[config.mk]
export PLATFORM = sky130hd
export DESIGN_NAME = quoted_string_unescaper
export DESIGN_NICKNAME = d
export VERILOG_FILES = /design/src/rtl/qsu_pkg.sv /design/src/rtl/quoted_string_unescaper.sv /design/src/rtl/qsu_decode.sv
export SDC_FILE = /design/constraint.sdc
export NUM_CORES = 1
export LEC_CHECK = 0
export BUFFER_PORTS_ARGS = -buffer_cell sky130_fd_sc_hd__buf_2
export CORE_ASPECT_RATIO = 1.75
export CORE_MARGIN = 1
export CORE_UTILIZATION = 59
export DETAILED_ROUTE_END_ITERATION = 7
export PLACE_DENSITY = 0.94
export SYNTH_ARGS = -nofsm -noshare
export SYNTH_HDL_FRONTEND = slang
export SYNTH_SLANG_ARGS = --single-unit
[constraint.sdc]
create_clock -name clk -period 4.4 [get_ports clk]
set_clock_uncertainty 0.2 [all_clocks]
set_input_delay 0.22 -clock clk [delete_from_list [all_inputs] [get_ports clk]]
set_output_delay 0.22 -clock clk [all_outputs]
set_load 0.01 [all_outputs]
[src/rtl/qsu_pkg.sv]
// ----------------------------------------------------------------------------
// Quoted string unescaper package
// Shared item and result types, character codes and error codes.
// ----------------------------------------------------------------------------
package qsu_pkg;

	// Character codes used by the escape decode.
	localparam logic [7:0] CH_BSLASH = 8'h5C;
	localparam logic [7:0] CH_DQUOTE = 8'h22;
	localparam logic [7:0] CH_SQUOTE = 8'h27;
	localparam logic [7:0] CH_SLASH  = 8'h2F;
	localparam logic [7:0] CH_SPACE  = 8'h20;
	localparam logic [7:0] CH_LOW_B  = 8'h62;
	localparam logic [7:0] CH_LOW_F  = 8'h66;
	localparam logic [7:0] CH_LOW_N  = 8'h6E;
	localparam logic [7:0] CH_LOW_R  = 8'h72;
	localparam logic [7:0] CH_LOW_T  = 8'h74;

	// Control bytes produced by escapes.
	localparam logic [7:0] CTL_BS = 8'h08;
	localparam logic [7:0] CTL_FF = 8'h0C;
	localparam logic [7:0] CTL_LF = 8'h0A;
	localparam logic [7:0] CTL_CR = 8'h0D;
	localparam logic [7:0] CTL_HT = 8'h09;

	// Error codes of a result word.
	localparam logic [1:0] ERR_OK          = 2'd0;
	localparam logic [1:0] ERR_DQUOTE      = 2'd1;
	localparam logic [1:0] ERR_SQUOTE      = 2'd2;
	localparam logic [1:0] ERR_UNSUPPORTED = 2'd3;

	// One input word.
	typedef struct packed {
		logic [7:0] data_byte;
		logic       first_byte;
		logic       last_byte;
	} qsu_item_t;

	// One result word.
	typedef struct packed {
		logic [7:0] out_byte;
		logic       byte_valid;
		logic       end_of_string;
		logic [1:0] error_code;
	} qsu_result_t;

endpackage

[src/rtl/quoted_string_unescaper.sv]
// ----------------------------------------------------------------------------
// Quoted string unescaper
// Decodes backslash escapes in a quoted string, one byte per word.
// ----------------------------------------------------------------------------
// Usage:
//   The slave channel takes one raw byte per word: s_tdata is the byte,
//   s_tuser flags the opening quote and s_tlast flags the closing byte.
//   The master channel gives at most one result word per input word:
//   m_tdata is the decoded byte, m_tuser carries byte_valid and the error
//   code, and m_tlast marks the end of a string.
//   A word passes the input register, then the result register. Throughput
//   is one byte per cycle while the receiver does not stall, set by the single
//   decode stage between the two registers. Opening quotes that do not end
//   the string, escape-opening backslashes and bytes skipped after an error
//   give no result word. Reset clears the quote character and the escape and
//   failure flags, and empties both registers. When the receiver stalls, the
//   result register holds its word, one more input word is still taken into
//   the input register, and s_tready then drops until the result is taken.
// ----------------------------------------------------------------------------
module quoted_string_unescaper
	import qsu_pkg::*;
(
	input  logic       clk,
	input  logic       arst_n,
	input  logic       s_tvalid,
	output logic       s_tready,
	input  logic [7:0] s_tdata,   // [7:0] data_byte
	input  logic [0:0] s_tuser,   // [0] first_byte
	input  logic       s_tlast,   // last_byte
	output logic       m_tvalid,
	input  logic       m_tready,
	output logic [7:0] m_tdata,   // [7:0] out_byte
	output logic [2:0] m_tuser,   // [0] byte_valid, [2:1] error_code
	output logic       m_tlast    // end_of_string
);

	qsu_item_t   item_s1;
	logic        valid_s1;
	logic        out_free;
	logic        fire;
	logic        has_result;
	qsu_result_t result;
	qsu_result_t result_s2;
	logic        valid_s2;

	// Handshake between the two stages.
	assign out_free = !valid_s2 || m_tready;
	assign fire     = valid_s1 && out_free;
	assign s_tready = !valid_s1 || out_free;

	// Input register.
	always_ff @(posedge clk or negedge arst_n) begin
		if (!arst_n) begin
			valid_s1 <= 1'b0;
		end else if (s_tready) begin
			valid_s1 <= s_tvalid;
		end
	end

	always_ff @(posedge clk) begin
		if (s_tvalid && s_tready) begin
			item_s1 <= '{data_byte: s_tdata, first_byte: s_tuser[0],
				last_byte: s_tlast};
		end
	end

	qsu_decode u_decode (
		.clk        (clk),
		.arst_n     (arst_n),
		.fire       (fire),
		.item       (item_s1),
		.has_result (has_result),
		.result     (result)
	);

	// Result register.
	always_ff @(posedge clk or negedge arst_n) begin
		if (!arst_n) begin
			valid_s2 <= 1'b0;
		end else if (out_free) begin
			valid_s2 <= fire && has_result;
		end
	end

	always_ff @(posedge clk) begin
		if (fire && has_result) begin
			result_s2 <= result;
		end
	end

	assign m_tvalid = valid_s2;
	assign m_tdata  = result_s2.out_byte;
	assign m_tuser  = {result_s2.error_code, result_s2.byte_valid};
	assign m_tlast  = result_s2.end_of_string;

endmodule

[src/rtl/qsu_decode.sv]
// ----------------------------------------------------------------------------
// Quoted string unescaper decode stage
// Holds the per-string state and decodes one registered input word into at
// most one result word.
// ----------------------------------------------------------------------------
module qsu_decode
	import qsu_pkg::*;
(
	input  logic        clk,
	input  logic        arst_n,
	input  logic        fire,
	input  qsu_item_t   item,
	output logic        has_result,
	output qsu_result_t result
);

	logic [7:0] quote_char_q;
	logic       escape_pending_q;
	logic       string_failed_q;

	logic [7:0] quote_char_d;
	logic       escape_pending_d;
	logic       string_failed_d;

	// Decode of one word against the current state.
	always_comb begin
		quote_char_d     = quote_char_q;
		escape_pending_d = escape_pending_q;
		string_failed_d  = string_failed_q;
		has_result       = 1'b0;
		result           = '{out_byte: 8'h00, byte_valid: 1'b0,
			end_of_string: 1'b0, error_code: ERR_OK};

		priority if (item.first_byte) begin
			// Opening quote restarts the string; a one-byte string ends at once.
			quote_char_d     = item.data_byte;
			escape_pending_d = 1'b0;
			string_failed_d  = 1'b0;
			if (item.last_byte) begin
				has_result           = 1'b1;
				result.end_of_string = 1'b1;
			end
		end else if (item.last_byte) begin
			// Closing byte is dropped; any pending escape or failure is cleared.
			escape_pending_d     = 1'b0;
			string_failed_d      = 1'b0;
			has_result           = 1'b1;
			result.end_of_string = 1'b1;
		end else if (string_failed_q) begin
			// Skip the rest of a failed string.
		end else if (!escape_pending_q) begin
			if (item.data_byte == CH_BSLASH) begin
				escape_pending_d = 1'b1;
			end else begin
				has_result        = 1'b1;
				result.out_byte   = item.data_byte;
				result.byte_valid = 1'b1;
			end
		end else begin
			// Second byte of an escape sequence.
			escape_pending_d  = 1'b0;
			has_result        = 1'b1;
			result.byte_valid = 1'b1;
			unique case (item.data_byte)
				CH_LOW_B:  result.out_byte = CTL_BS;
				CH_LOW_F:  result.out_byte = CTL_FF;
				CH_LOW_N:  result.out_byte = CTL_LF;
				CH_LOW_R:  result.out_byte = CTL_CR;
				CH_LOW_T:  result.out_byte = CTL_HT;
				CH_SPACE:  result.out_byte = CH_BSLASH;
				CH_BSLASH: result.out_byte = CH_BSLASH;
				CH_SLASH:  result.out_byte = CH_SLASH;
				CH_DQUOTE: begin
					if (quote_char_q == CH_DQUOTE) begin
						result.out_byte = CH_DQUOTE;
					end else begin
						result.byte_valid = 1'b0;
						result.error_code = ERR_DQUOTE;
						string_failed_d   = 1'b1;
					end
				end
				CH_SQUOTE: begin
					if (quote_char_q == CH_SQUOTE) begin
						result.out_byte = CH_SQUOTE;
					end else begin
						result.byte_valid = 1'b0;
						result.error_code = ERR_SQUOTE;
						string_failed_d   = 1'b1;
					end
				end
				default: begin
					result.byte_valid = 1'b0;
					result.error_code = ERR_UNSUPPORTED;
					string_failed_d   = 1'b1;
				end
			endcase
		end
	end

	// State is committed only when the word actually leaves the input stage.
	always_ff @(posedge clk or negedge arst_n) begin
		if (!arst_n) begin
			quote_char_q     <= 8'h00;
			escape_pending_q <= 1'b0;
			string_failed_q  <= 1'b0;
		end else if (fire) begin
			quote_char_q     <= quote_char_d;
			escape_pending_q <= escape_pending_d;
			string_failed_q  <= string_failed_d;
		end
	end

endmodule
Word level (Yosys, flattened, before mapping)
Cells that the tools add are included.
Widths: inputs -> output; s select.

word-level totals
  output and inout bits = 14
  logic and storage cells = 68
  input bits = 14
  memories = 0
  register bits = 34
  bits in read-only memories = 0
  bits in latches = 0
  RAM bits = 0

cells by class
  shifts and indexed selects = 0
  order comparisons = 0
  multiplexer cells = 29
  add/sub/neg operators = 0
  bitwise operators = 1
  divide/modulo/power cells = 0
  reduce and logical (&&, ||, !) cells = 13
  eq/ne operators = 13
  multiply operators = 0

operators with widths
  kind                number
  $pmux 8 s9          1
  $eq 8x6->1 const B  6
  $eq 8x7->1 const B  6
  $mux 1              20
  $mux 9              2
  $mux 6              2
  $reduce_or 8->1     1
  $pmux 1 s3          2
  $pmux 2 s3          1
  $reduce_and 2->1    2
  $reduce_or 4->1     1
  $logic_and 1x1->1   3
  $ne 3x3->1 const B  1
  $reduce_or 3->1     1
  $logic_not 1->1     2
  $logic_or 1x1->1    2
  $mux 2              1
  $reduce_or 2->1     1
  $not 1->1           1

Depth between registers and ports, before layout
  depth after elaboration = 7
  depth in mapped cells = 7

By module
From an unflattened synthesis, not the netlist that was laid out.

second synthesis, totals
  cells, all modules = 142
  area, all modules = 1725.4 sq um

modules (own cells, without submodules)
  module                   cells each  area each (sq um)  times used
  qsu_decode               110         953.4              1
  quoted_string_unescaper  32          772.0              1

Worst setup path after synthesis
Ideal clock, no wire load.

  path type = reg-to-reg
  start point = register item_s1[6] (netlist name)
  end point = register result_s2, in the netlist m_tdata[0] (enable)
  cell stages (with the launch flop) = 6
  arrival time = 1.469 ns
  setup slack = 2.345 ns
  setup time = 0.387 ns
  clock period less this slack = 2.055 ns
  required time = 3.813 ns
  cells stage by stage = edfxtp_1 buf_2 nand4b_1 or3_1 o21ai_1 a21oi_1

on the way
  longest elaborated chain between the ends = 7

RTL lines
  what                      RTL line                       source
  start: declaration        quoted_string_unescaper.sv:37  qsu_item_t item_s1;
  start signal: assignment  quoted_string_unescaper.sv:62  item_s1 <= '{data_byte: s_tdata, first_byte: s_tuser[0],
  $eq 8x7->1                qsu_decode.sv:52               if (item.data_byte == CH_BSLASH) begin
  $mux 1                    qsu_decode.sv:52
  $mux 1                    qsu_decode.sv:51               end else if (!escape_pending_q) begin
  $mux 1                    qsu_decode.sv:49               end else if (string_failed_q) begin
  $mux 1                    qsu_decode.sv:43               end else if (item.last_byte) begin
  $mux 1                    qsu_decode.sv:34               priority if (item.first_byte) begin
  $logic_and 1x1->1         quoted_string_unescaper.sv:86  if (fire && has_result) begin
  end signal: assignment    quoted_string_unescaper.sv:87  result_s2 <= result;
  end: declaration          quoted_string_unescaper.sv:43  qsu_result_t result_s2;

No other way between the ends.
A chain may end at the register's enable or synchronous reset.

Worst setup path in the final report
  start point = register item_s1[4] (netlist name)
  end point = register result_s2, in the netlist m_tuser[2] (enable)

The elaborated chain is that of the path after synthesis.

==> results by group <==
Route
  – Routed wire length: about 3600 um
  – Post-DR wirelength/cell: ~17 um
  – Met1 WL: around 1200 um
  – Detailed-route DRC error count: 0
  – Vias per Instance: 6.329
  – Top layer in use: met4
  – Drt initial violations: 48
  – Post-DRT Antenna Nets: 0
  – Met3 wire length: 227 um
  – Drt first pass iters: 4
  – Vias: around 1.3k
  – Met2 WL post-DR: roughly 2100 um

GRT
  – Overflow after GRT: 0
  – Initial antenna violation count: 0
  – Pin count of the biggest net entering global routing: 17
  – Global-route wire length before repair: between 5000 and 6000 um
  – Vias in the first global route: 1,309
  – GRT Total Usage: roughly a quarter

Setup path
  – Buffers plus inverters on the worst setup path: 0
  – Startpoint class of the critical path: register
  – Worst endpoint data arrival time: 2.26 ns
  – Kind of critical path: register to register
  – CP required: 4.11 ns
  – Crit-path cells: nand4b_1, or3_1, o21ai_1, a21oi_1
  – FF-to-FF setup slack: ~1.8 ns
  – Crit Reg-Reg Startpoint: item_s1[4]$_DFFE_PP_
  – Worst flop-to-flop path endpoint: m_tuser[2]$_SDFFCE_PP0P_
  – WP depth: 4
  – Crit path capture type: register
  – Timing startpoint of the critical path: item_s1[4]$_DFFE_PP_
  – CP peak stage delay: between 0.8 and 0.9 ns
  – Worst Setup EP: m_tuser[2]$_SDFFCE_PP0P_
  – Crit Path Max Fanout: 16
  – R2R cell count: 4
  – Highest-delay cell along the critical path: a21oi_1
  – CP top delay family: compound AO/OA/AOI/OAI gates

Status
  – Outcome: finished, final reports clean

Synthesis
  – Mapped Avg Cell Area: approximately 11 um^2
  – Top_reg_cell synth: edfxtp_1
  – Top-area cell type share of the netlist area: 40.62%
  – Synthesis warning total: 0
  – Post-synthesis sequential area ratio: between 50% and 60%
  – Largest area contributor in the netlist: edfxtp_1
  – Netlist cell types: 40
  – Synth area leaders: edfxtp_1 (41%), dfrtp_1 (18%), mux2_2 (5.5%)
  – Post-Synthesis Cells: between 100 and 150
  – EDFF count, synth: 22
  – Fraction of registers with async set or reset after synthesis: approximately a third
  – Mapped cell area: ~1600 um^2
  – Mapped Nets: around 160
  – Yosys reg bits: 34

Timing
  – Slew Viols, Final: 0
  – Min Tclk post-route: ~2.6 ns
  – Worst slew margin: approximately 25%
  – Final worst setup slack: approximately 1.8 ns
  – Final period utilization: 58.01%
  – Final setup violation count: 0
  – Setup TNS: 0 ns
  – Final hold vios: 0
  – RSZ-0062 raised after global routing: no
  – Fmax: around 390 MHz
  – Worst-Margin Slew: ~1.1 ns

Finish
  – Fraction of layout cells with a size suffix above 1: 22.83%
  – Fin area: roughly 2000 um^2
  – Final Net Count: around 200
  – Antenna Cells: 0
  – Area Growth Syn to Fin: 20.92%

Floorplanning
  – Starting Density: 63.73%
  – Die Ht: around 70 um
  – DIE AREA: ~3000 um^2
  – Num rows: 24
  – DIE WIDTH: 41.69 um
  – Core Area: roughly 2600 um^2
  – Number of top-level pins: 28

Clocking
  – Total CTS buffers: 5
  – Sink Count: 34
  – Clk Latency, worst-skew pair: roughly 0.29 ns
  – CTS resizes: 0
  – Clock Path Buffers: 2
  – CTS H-Tree Depth: 2
  – Clock root buffer master: clkbuf_8
  – CTS tree: done
  – Register clock-pin slew on the reported worst setup and hold paths: about 0.070 ns

Flow run
  – Max Cap Viol: 0

Place
  – Routability cong.: a little over 0.9
  – Number of buffers added on ports: 27
  – Placed Area: 1767 um^2
  – DP Wirelength: around 2300 um
  – Worst slack, placed: around 1.9 ns

Power
  – VDD IR max: ~300 uV
  – Seq pwr share: a little under three fifths
  – Clock power share: ~29%
  – P_int: roughly 0.55 mW
  – Logic pwr share: ~15%
  – Leakage: 0.7843 nW
  – Net Sw Power: 0.1932 mW
  – Switching Fraction: 25.88%
  – PwrDens: about 380 nW/um^2

Worst hold path
  – Worst Hold Class: input pin to register
==> worst reg2reg max path: cells and delay by family, from the launching register on <==
kind               cells  cell delay (ns)
AOI/OAI and AO/OA      2             0.96
and+or+nand+nor        2             0.40
DFF                    1             0.61
==> per-layer routing <==
layer	GRT usage, %	vias up
li1	-	611
met1	25.95	626
met2	47.57	76
met3	8.564	16
met4	16.49	0
met5	0	-
==> cell families after synthesis <==
family / Yosys count / share of synthesized area (%)
AND/OR/NAND/NOR: 61 / 19.54
buffers and inverters: 9 / 2.615
flip-flops: 34 / 59.08
AO/OA/AOI/OAI: 28 / 12.15
XOR/XNOR: 2 / 1.077
multiplexers: 8 / 5.539
==> per-stage QoR <==
step	power (mW)	std cells	util [%]	hold WS, ns
4_1_cts	0.7403	210	77.06	0.04963
5_1_grt	0.7775	210	77.06	0.09597
2_1_floorplan	0.4878	142	-	-0.2756
3_5_place_dp	0.5258	190	69.22	-0.08806
3_3_place_gp	0.5165	190	69.22	-0.09166
6_report	0.7465	210	77.06	0.09029
==> registers in the layout, summed over array words and instances (netlist names) <==
name and cells:
m_tuser 3, m_tlast 1, u_decode.quote_char_q 8, m_tdata 8
m_tvalid 1, valid_s1 1, u_decode.escape_pending_q 1, u_decode.string_failed_q 1
item_s1 10
==> cell type report <==
class | count | area, um^2
sequential | 34 | 960.9
inverter | 4 | 15.01
clock buffer | 8 | 80.08
multi-input combinational | 99 | 623.1
tap | 26 | 32.53
fill | 143 | 585.6
timing repair buffer | 39 | 255.2
==> placed cells by master (no fill, tap or decap), drive strengths merged, types with 3 or more instances in the layout <==
master / count
nor3: 7
inv: 4
nand2: 20
nand3: 3
buf: 27
o21ai: 7
mux2: 8
nand2b: 4
a21oi: 6
and2: 4
nor2: 7
dfrtp: 12
edfxtp: 22
nor4: 4
clkbuf: 8
dlygate4sd3: 12
o21bai: 3
==> power by group through the flow <==
stage / registers, mW / logic [mW] / clock network (mW)
6_report: 0.420 / 0.112 / 0.215
5_1_grt: 0.426 / 0.121 / 0.231
4_1_cts: 0.419 / 0.109 / 0.212
3_5_place_dp: 0.425 / 0.101 / 0
3_3_place_gp: 0.420 / 0.0962 / 0
2_1_floorplan: 0.418 / 0.0696 / 0
==> Yosys cell counts (all sizes together), types with 4 or more instances <==
| master | number |
|---|---|
| nor4 | 4 |
| edfxtp | 22 |
| dfrtp | 12 |
| nand2 | 20 |
| inv | 4 |
| nor3 | 7 |
| nand2b | 4 |
| nor2 | 7 |
| mux2 | 8 |
| o21ai | 7 |
| and2 | 4 |
| a21oi | 6 |
==> what timing repair did <==
action                    4_1_cts  5_1_grt
buffers inserted                0        0
hold endpoints to repair       23        0
hold buffers                   12        0
==> how the worst min path moves through the flow <==
| stage | start | to | slack (ns) | depth (start not counted) |
|---|---|---|---|---|
| 2_1_floorplan | arst_n | m_tvalid$_DFFE_PN0P_ | -0.28 | 0 |
| 3_3_place_gp | arst_n | valid_s1$_DFFE_PN0N_ | -0.09 | 1 |
| 3_5_place_dp | arst_n | valid_s1$_DFFE_PN0N_ | -0.09 | 1 |
| 4_1_cts | m_tready | m_tvalid$_DFFE_PN0P_ | 0.05 | 3 |
| 5_1_grt | m_tready | m_tvalid$_DFFE_PN0P_ | 0.1 | 3 |
| 6_report | m_tready | valid_s1$_DFFE_PN0N_ | 0.09 | 4 |
No activity file was read; power rests on OpenSTA's default activity.
